<file path="src/sv/spq_pkg.sv">
`timescale 1ns / 1ps
`default_nettype none
// ----------------------------------------------------------------------------
// spq_pkg
// Shared sizes, command and status codes, and the per-cycle control struct
// broadcast from the queue controller to every cell of the sorted chain.
// ----------------------------------------------------------------------------
package spq_pkg;

  localparam int CAPACITY = 16;
  localparam int PRIO_W   = 16;
  localparam int HANDLE_W = 32;
  localparam int STATUS_W = 2;
  localparam int ECOUNT_W = 5;
  localparam int CNT_W    = $clog2(CAPACITY + 1);

  localparam int IN_DATA_W  = 56;
  localparam int OUT_DATA_W = 40;

  typedef enum logic {
    CMD_INSERT = 1'b0,
    CMD_NEXT   = 1'b1
  } cmd_t;

  typedef enum logic [STATUS_W-1:0] {
    STATUS_OK    = 2'd0,
    STATUS_FULL  = 2'd1,
    STATUS_EMPTY = 2'd2
  } status_t;

  // one operation applied to the whole chain in a single cycle
  typedef struct packed {
    logic                ins;
    logic                pop;
    logic [PRIO_W-1:0]   prio;
    logic [HANDLE_W-1:0] handle;
  } op_t;

endpackage : spq_pkg
`default_nettype wire

</file>
<file path="src/sv/spq_cell.sv">
`timescale 1ns / 1ps
`default_nettype none
// ----------------------------------------------------------------------------
// spq_cell
// One slot of the sorted chain. Compares the incoming priority locally and
// either keeps its entry, takes the new entry, or takes a neighbor's entry.
// ----------------------------------------------------------------------------
module spq_cell (
  input  wire logic                           clk,
  input  wire spq_pkg::op_t                   op,
  input  wire logic                           occupied,
  input  wire logic                           left_ge,
  input  wire logic [spq_pkg::PRIO_W-1:0]     left_prio,
  input  wire logic [spq_pkg::HANDLE_W-1:0]   left_handle,
  input  wire logic [spq_pkg::PRIO_W-1:0]     right_prio,
  input  wire logic [spq_pkg::HANDLE_W-1:0]   right_handle,
  output logic                                ge,
  output logic [spq_pkg::PRIO_W-1:0]          prio,
  output logic [spq_pkg::HANDLE_W-1:0]        handle
);

  // stored entry ranks at or ahead of the new one: it stays put
  assign ge = occupied && ($signed(prio) >= $signed(op.prio));

  always_ff @(posedge clk) begin
    if (op.pop) begin
      prio   <= right_prio;
      handle <= right_handle;
    end else if (op.ins && !ge) begin
      if (left_ge) begin
        prio   <= op.prio;
        handle <= op.handle;
      end else begin
        prio   <= left_prio;
        handle <= left_handle;
      end
    end
  end

endmodule : spq_cell
`default_nettype wire

</file>
<file path="src/sv/sorted_priority_queue.sv">
`timescale 1ns / 1ps
`default_nettype none
// ----------------------------------------------------------------------------
// sorted_priority_queue
// Bounded priority queue held as a chain of cells sorted by signed priority,
// highest first, FIFO among equal priorities. One response per request.
// ----------------------------------------------------------------------------
// Response: registered, valid in the cycle after the request is accepted.
// Throughput: 1 request per cycle unless m_tready holds back a response; every
//   cell compares and shifts in the same cycle, absorbing an insert or a next.
// Reset: rst clears the entry count and the response valid; response data
//   and slot contents are not cleared, and slots are only read below the count.
// ----------------------------------------------------------------------------
module sorted_priority_queue (
  input  wire logic                              clk,
  input  wire logic                              rst,
  input  wire logic                              s_tvalid,
  output logic                                   s_tready,
  // [0] cmd, [32:1] item_handle, [48:33] priority_req, [55:49] zero
  input  wire logic [spq_pkg::IN_DATA_W-1:0]     s_tdata,
  output logic                                   m_tvalid,
  input  wire logic                              m_tready,
  // [1:0] status, [33:2] out_handle, [38:34] entry_count, [39] zero
  output logic [spq_pkg::OUT_DATA_W-1:0]         m_tdata
);

  localparam int CAP   = spq_pkg::CAPACITY;
  localparam int CNT_W = spq_pkg::CNT_W;

  logic [CNT_W-1:0]                count;
  logic [CNT_W-1:0]                count_next;
  logic [spq_pkg::STATUS_W-1:0]    status;
  logic [spq_pkg::HANDLE_W-1:0]    out_handle;
  logic [spq_pkg::ECOUNT_W-1:0]    entry_count;

  logic                            accept;
  spq_pkg::cmd_t                   cmd;
  logic                            is_full;
  logic                            is_empty;
  spq_pkg::op_t                    op;
  logic [CNT_W+spq_pkg::ECOUNT_W-1:0] count_ext;

  logic                            ge     [CAP];
  logic [spq_pkg::PRIO_W-1:0]      prio   [CAP];
  logic [spq_pkg::HANDLE_W-1:0]    handle [CAP];

  assign s_tready = !m_tvalid || m_tready;
  assign accept   = s_tvalid && s_tready;
  assign cmd      = spq_pkg::cmd_t'(s_tdata[0]);
  assign is_full  = (count == CNT_W'(CAP));
  assign is_empty = (count == '0);

  always_comb begin
    op.ins    = accept && (cmd == spq_pkg::CMD_INSERT) && !is_full;
    op.pop    = accept && (cmd == spq_pkg::CMD_NEXT) && !is_empty;
    op.handle = s_tdata[32:1];
    op.prio   = s_tdata[48:33];
  end

  always_comb begin
    count_next = count;
    if (op.ins) begin
      count_next = count + CNT_W'(1);
    end else if (op.pop) begin
      count_next = count - CNT_W'(1);
    end
  end

  // entry_count carries the low bits of the count
  assign count_ext = {{spq_pkg::ECOUNT_W{1'b0}}, count_next};

  for (genvar i = 0; i < CAP; i++) begin : g_cell
    logic                          left_ge;
    logic [spq_pkg::PRIO_W-1:0]    left_prio;
    logic [spq_pkg::HANDLE_W-1:0]  left_handle;
    logic [spq_pkg::PRIO_W-1:0]    right_prio;
    logic [spq_pkg::HANDLE_W-1:0]  right_handle;

    if (i == 0) begin : g_head
      assign left_ge     = 1'b1;
      assign left_prio   = '0;
      assign left_handle = '0;
    end else begin : g_body
      assign left_ge     = ge[i-1];
      assign left_prio   = prio[i-1];
      assign left_handle = handle[i-1];
    end

    if (i == CAP - 1) begin : g_tail
      assign right_prio   = '0;
      assign right_handle = '0;
    end else begin : g_inner
      assign right_prio   = prio[i+1];
      assign right_handle = handle[i+1];
    end

    spq_cell u_cell (
      .clk          (clk),
      .op           (op),
      .occupied     (count > CNT_W'(i)),
      .left_ge      (left_ge),
      .left_prio    (left_prio),
      .left_handle  (left_handle),
      .right_prio   (right_prio),
      .right_handle (right_handle),
      .ge           (ge[i]),
      .prio         (prio[i]),
      .handle       (handle[i])
    );
  end

  always_ff @(posedge clk) begin
    if (rst) begin
      count    <= '0;
      m_tvalid <= 1'b0;
    end else begin
      count <= count_next;
      if (accept) begin
        m_tvalid <= 1'b1;
      end else if (m_tready) begin
        m_tvalid <= 1'b0;
      end
    end
  end

  always_ff @(posedge clk) begin
    if (accept) begin
      entry_count <= count_ext[spq_pkg::ECOUNT_W-1:0];
      out_handle  <= op.pop ? handle[0] : '0;
      if (cmd == spq_pkg::CMD_INSERT) begin
        status <= is_full ? spq_pkg::STATUS_FULL : spq_pkg::STATUS_OK;
      end else begin
        status <= is_empty ? spq_pkg::STATUS_EMPTY : spq_pkg::STATUS_OK;
      end
    end
  end

  assign m_tdata = {1'b0, entry_count, out_handle, status};

  a_count_bound: assert property (@(posedge clk) disable iff (rst)
    count <= CNT_W'(CAP))
    else $error("entry count above capacity");

  a_resp_follows: assert property (@(posedge clk) disable iff (rst)
    accept |=> m_tvalid)
    else $error("accepted request produced no response");

  a_full_drop: assert property (@(posedge clk) disable iff (rst)
    accept && (cmd == spq_pkg::CMD_INSERT) && is_full
      |=> (status == spq_pkg::STATUS_FULL) && $stable(count))
    else $error("insert into full queue not dropped");

  a_empty_next: assert property (@(posedge clk) disable iff (rst)
    accept && (cmd == spq_pkg::CMD_NEXT) && is_empty
      |=> (status == spq_pkg::STATUS_EMPTY) && (out_handle == '0))
    else $error("next on empty queue misreported");

endmodule : sorted_priority_queue
`default_nettype wire
</file>
<file path="config.mk">
export PLATFORM = sky130hd
export DESIGN_NAME = sorted_priority_queue
export DESIGN_NICKNAME = d
export VERILOG_FILES = /design/src/sv/spq_pkg.sv /design/src/sv/spq_cell.sv /design/src/sv/sorted_priority_queue.sv
export SDC_FILE = /design/constraint.sdc
export NUM_CORES = 2
export LEC_CHECK = 0
export ABC_AREA = 0
export BUFFER_PORTS_ARGS = -buffer_cell sky130_fd_sc_hd__buf_2
export CAP_MARGIN = 10
export CORE_AREA = 2 2 291 293
export CTS_BUF_LIST = sky130_fd_sc_hd__clkbuf_8
export DETAILED_ROUTE_END_ITERATION = 8
export DIE_AREA = 0 0 293 295
export HOLD_SLACK_MARGIN = 0.12
export PLACE_DENSITY = 0.71
export SLEW_MARGIN = 20
export SYNTH_ARGS = -nofsm -noshare
export SYNTH_HDL_FRONTEND = slang
export SYNTH_SLANG_ARGS = --single-unit
</file>
<file path="constraint.sdc">
create_clock -name clk -period 25.4 [get_ports clk]
set_clock_uncertainty 0.05 [all_clocks]
set_input_delay 5.08 -clock clk [delete_from_list [all_inputs] [get_ports clk]]
set_output_delay 5.08 -clock clk [all_outputs]
set_load 0.01 [all_outputs]
</file>
### After elaboration in Yosys (flattened, before gate mapping)

Index checks and enable logic that the tools add are counted.
Widths: inputs -> output; s select.

| word-level totals | value |
|---|---|
| register bits | 813 |
| latch bits | 0 |
| memory bits (writable) | 0 |
| memory bits (read-only) | 0 |
| output and inout port bits | 42 |
| logic and storage cells | 244 |
| memories kept | 0 |

| cells by class | value |
|---|---|
| add/subtract/negate cells | 2 |
| multiply operators | 0 |
| divide/modulo/power cells | 0 |
| order comparisons | 32 |
| equal/unequal tests | 1 |
| shifts and indexed selects | 0 |
| multiplexer cells | 97 |
| bitwise operators | 1 |
| reduce and logical (&&, ||, !) cells | 74 |

Operators with widths:

| cell | number |
|---|---|
| $mux 32 | 45 |
| $mux 16 | 45 |
| $ge 16x16->1 | 16 |
| $gt 5x4->1 const B | 8 |
| $logic_and 1x1->1 | 37 |
| $reduce_bool 2->1 | 16 |
| $gt 5x3->1 const B | 4 |
| $logic_not 1->1 | 19 |
| $gt 5x1->1 const B | 2 |
| $gt 5x2->1 const B | 2 |
| $mux 5 | 2 |
| $add 5x1->5 const B | 1 |
| $eq 5x5->1 const B | 1 |
| $logic_not 5->1 | 1 |
| $sub 5x1->5 const B | 1 |
| $mux 2 | 2 |
| $mux 1 | 3 |
| $logic_or 1x1->1 | 1 |
| $not 1->1 | 1 |

### Depth between registers and ports, before layout

| depth | value |
|---|---|
| depth after elaboration | 8 |
| gate-level depth with buffers | 13 |
| gate-level depth less buffers | 9 |

### Hierarchy

Synthesis repeated with hierarchy kept, for this count alone.

| unflattened totals | value |
|---|---|
| cells, all modules | 4579 |
| area, all modules | 49005.8 um2 |

By module, submodules not included:

| module | instances | cells each | area an instance (um2) |
|---|---|---|---|
| spq_cell at g_cell[0].u_cell ... | 10 | 274 | 2921.6 |
| spq_cell at g_cell[4].u_cell ... | 6 | 279 | 2956.6 |
| sorted_priority_queue | 1 | 165 | 2050.7 |

### Worst setup path after synthesis

No wires, ideal clock.

| path | value |
|---|---|
| kind | input to register |
| start point | input port s_tdata[46] (netlist bit) |
| end point | register g_cell[5].u_cell.handle[0] (netlist bit) (enable) |
| arrival | 11028 ps |
| data required time | 24830 ps |
| setup slack | 13802 ps |
| cell stages on the path | 12 |
| path buffers | 4 |
| cell sequence | clkbuf_1 > inv_1 > ha_1 > and4_1 > nand2_1 > a211oi_1 > or4b_1 > a311o_1 > clkbuf_1 > buf_4 > buf_6 > o21ai_0 |

| on the way | value |
|---|---|
| cells in the longest elaborated chain, start to end | 5 |

Ends and longest elaborated chain:

| what | line | text |
|---|---|---|
| from (decl) | sorted_priority_queue.sv:20 | `input wire logic [spq_pkg::IN_DATA_W-1:0] s_tdata,` |
| $ge 16x16->1 | spq_cell.sv:23 | `assign ge = occupied && ($signed(prio) >= $signed(op.prio));` |
| $logic_and 1x1->1 | spq_cell.sv:23 |  |
| $logic_not 1->1 | spq_cell.sv:29 | `end else if (op.ins && !ge) begin` |
| $logic_and 1x1->1 | spq_cell.sv:29 |  |
| $reduce_bool 2->1 (no source line) | - |  |
| to (signal assigned) | spq_cell.sv:28 | `handle <= right_handle;` |
| to (signal assigned) | spq_cell.sv:32 | `handle <= op.handle;` |
| to (signal assigned) | spq_cell.sv:35 | `handle <= left_handle;` |
| to (decl) | spq_cell.sv:19 | `output logic [spq_pkg::HANDLE_W-1:0] handle` |

No other way between the ends.
A chain may end at the register's enable or synchronous reset.

### Worst setup path in the final report

| path | value |
|---|---|
| start point | input port m_tready |
| end point | output port s_tready |

| on the way | value |
|---|---|
| cells in the longest elaborated chain, start to end | 1 |

Ends and longest elaborated chain:

| what | line | text |
|---|---|---|
| from (decl) | sorted_priority_queue.sv:22 | `input wire logic m_tready,` |
| $logic_or 1x1->1 | sorted_priority_queue.sv:47 | `assign s_tready = !m_tvalid \|\| m_tready;` |
| to (decl) | sorted_priority_queue.sv:18 | `output logic s_tready,` |

No other way between the ends.

==> results.ini <==
[run_status]
outcome=complete, no violations

[cells_and_area]
fill_cells=7018
nets=4657
syn2layout_area_growth_pct=8.23
drive_gt1_frac=0.0836
final_cells=5535

[sta]
hold_viol=0
setup_violations=0
period_needed_ns=10.64
worst_slew_pin_slew_ns=1.19
slew_viol_final=0
totalNegativeSetupSlack_ns=0
grt_setup_unrepaired=no
finalWorstSetupSlack_ns=14.76
fin_crit_sh=0.419
fmax_ghz=0.0939
slew_headroom=0.210

[pwr]
swShare=0.340
switchingPower_w=0.00141
p_comb_frac=0.245
p_clk_frac=0.280
p_seq_frac=0.475
internal-power_w=0.00273
ir_drop_uv=54.4
leakagePower_nw=17.8
p_total_w=0.00414
power_density_nw_per_um2=84.3

[clock_tree]
postCtsHoldBufs=0
numClockSinks=813
post_cts_buffers=0
clkSlewWorstSetupHoldPaths_ns=0.06
cts_resized=0
cts_root_buf=clkbuf_8
cts_max_path_buffers=3
htreeDepth=4
cts_made_buffers=141
cts_tree=yes
clock_latency_ns=0.83

[synth]
synth-edff-count=759
synth_fp_nets=4737
ys_dominant_reg_cell=edfxtp_1
yosysWarnings=0
synth.avg_cell_area_um2=10.3
yosysTopAreaCell=edfxtp_1
yosys.area.top_type_share=0.503
ys_seq_elements=813
synth_cells=4416
synth_area_um2=45400
synth.area.top_cells=edfxtp_1, mux2i_1, ha_1
async_flop_share=0
synth_cell_types=69
ys_seq_area_frac=0.526

[floorplan]
die_area_um2=86400
io_pins=102
die_w_um=293
die_h_um=295
initial_utilization=0.545
rows=106
core_area_um2=83200

[routing]
post_drt_wl_per_cell_um=25.2
drc=0
wl_um=139000
drt-initial-drc-count=4526
vias=36300
dr.pass1.iters=8
ant_nets=0
viasPerCell=6.55

[global_route]
grt_max_degree=263
grtUsageMet2=0.483
grt_pass1_wl_um=209000
grt_pass1_vias=34100
met3_usage=0.0683
grt_busiest_layer=met2
grtUsageTotal=0.318
use_met1=0.435
grt_overflow=0
antenna_found_initial=5

[critical_path]
r2r-start=m_tvalid
crit_type=in2out
crit_fanout=4
cp-start-kind=input port
arrival_ns=5.51
cp-end-kind=primary output
cp-startpoint=m_tready
required_ns=20.27

[placed_design]
io_buffers=93
gp_congestion=0.971
dp.cells=5273
place_hpwl_um=81500
dp_slack_ns=14.76

[job]
max_cap_viol_count=0

[min_path]
worstHoldStart=g_cell[11].u_cell.handle[6]
min_path_type=reg2reg

==> through the flow <==
step / area (um2) / hold slack, ns / utilization
after global routing: 49100 / 0.510 / 0.590
after CTS: 49100 / 0.488 / 0.590
after detailed placement: 46400 / 0.478 / 0.558
after floorplan: 45400 / 0.453 / -
final: 49100 / 0.496 / 0.590
after global placement: 46400 / 0.475 / 0.558
==> per-layer routing <==
layer / up-vias / part of all wire
li1: 16300 / -
met2: 1974 / 0.44
met1: 17600 / 0.41
met4: 2 / 0.048
met3: 382 / 0.10
met5: - / 0.00039
==> power by group through the flow <==
| stage | clock network, W | logic (W) | registers (W) |
|---|---|---|---|
| after global routing | 0.00122 | 0.00111 | 0.00199 |
| final | 0.00116 | 0.00101 | 0.00197 |
| after CTS | 0.00116 | 0.000995 | 0.00196 |
| after global placement | 0 | 0.000955 | 0.00198 |
| after detailed placement | 0 | 0.000992 | 0.00198 |
| after floorplan | 0 | 0.000692 | 0.00194 |
==> placed cells by master (no fill, tap or decap), types with 8 or more instances in the layout <==
| cell | n |
|---|---|
| a211oi_1 | 9 |
| o21ai_0 | 352 |
| mux2i_1 | 336 |
| nor2_1 | 167 |
| a31oi_1 | 82 |
| a21oi_1 | 269 |
| o21ai_4 | 9 |
| nand2_4 | 8 |
| nor2b_1 | 23 |
| clkbuf_8 | 155 |
| o211ai_1 | 298 |
| clkinv_1 | 27 |
| inv_1 | 96 |
| nand2_1 | 796 |
| or3_1 | 8 |
| a21o_1 | 31 |
| buf_4 | 51 |
| nand3_1 | 319 |
| o21ai_1 | 13 |
| edfxtp_1 | 759 |
| ha_1 | 261 |
| nand4_1 | 46 |
| nor3_1 | 9 |
| buf_2 | 93 |
| and2_1 | 35 |
| clkinv_2 | 16 |
| dfxtp_1 | 54 |
==> registers in the layout (all words and copies together), names as in the netlist <==
signal,flops
out_handle,32
status,2
m_tvalid,1
g_cell.u_cell.prio,256
g_cell.u_cell.handle,512
entry_count,5
count,5
==> path summary, 6_finish.rpt <==
check | slack [ns] | cells past startpoint | to
max | 14.76 | 3 | s_tready
min | 0.50 | 2 | g_cell[10].u_cell.handle[6]
max reg2reg | 19.72 | 9 | g_cell[13].u_cell.handle[0]
min reg2reg | 0.50 | 2 | g_cell[10].u_cell.handle[6]
==> area by class of cell <==
class	instances	area [um2]	share of cell area
Antenna cell	4	10.0	0.000204
Clock buffer	155	2130	0.0435
Clock inverter	103	509	0.0104
Inverter	49	184	0.00375
Multi-Input combinational cell	3185	20100	0.410
Sequential cell	813	23900	0.486
Tap cell	1080	1350	0.0275
Timing Repair Buffer	146	888	0.0181
==> logic make-up after synthesis <==
group                      Yosys count  synth area share
and+or+nand+nor                   1463             0.141
AOI/OAI and AO/OA                 1121             0.149
DFF                                813             0.526
buffers and inverters              418            0.0371
muxes                              336            0.0742
adders and majority gates          261            0.0720
xor gates and xnor gates             3          0.000579
other                                1         0.0000827
==> worst max-delay path, cell delays in order <==
cell	delay, ns
buf_2	0.09
nand2b_1	0.18
buf_2	0.16
==> cell usage after synthesis (3+ instances only) <==
| master | n |
|---|---|
| a211oi_1 | 10 |
| nor4_1 | 8 |
| nor4b_1 | 4 |
| buf_4 | 6 |
| and2_1 | 35 |
| o22ai_1 | 4 |
| nor2b_1 | 23 |
| o21ai_1 | 15 |
| a31oi_1 | 83 |
| and4_1 | 7 |
| ha_1 | 261 |
| mux2i_1 | 336 |
| dfxtp_1 | 54 |
| and3_1 | 7 |
| a21boi_0 | 3 |
| or4_1 | 3 |
| clkbuf_1 | 263 |
| or2_2 | 3 |
| nor3_1 | 9 |
| nand2_1 | 804 |
| a21o_1 | 32 |
| or3_1 | 8 |
| a2111oi_0 | 3 |
| nor2_1 | 167 |
| o211ai_1 | 298 |
| a21oi_1 | 269 |
| inv_1 | 48 |
| o221ai_1 | 7 |
| nand3_1 | 321 |
| o21a_1 | 5 |
| nand2b_1 | 7 |
| buf_6 | 3 |
| buf_2 | 56 |
| o21bai_1 | 4 |
| or4b_1 | 3 |
| edfxtp_1 | 759 |
| nand4_1 | 46 |
| buf_1 | 41 |
| o21ai_0 | 359 |
(Power assumes the default switching activity.)
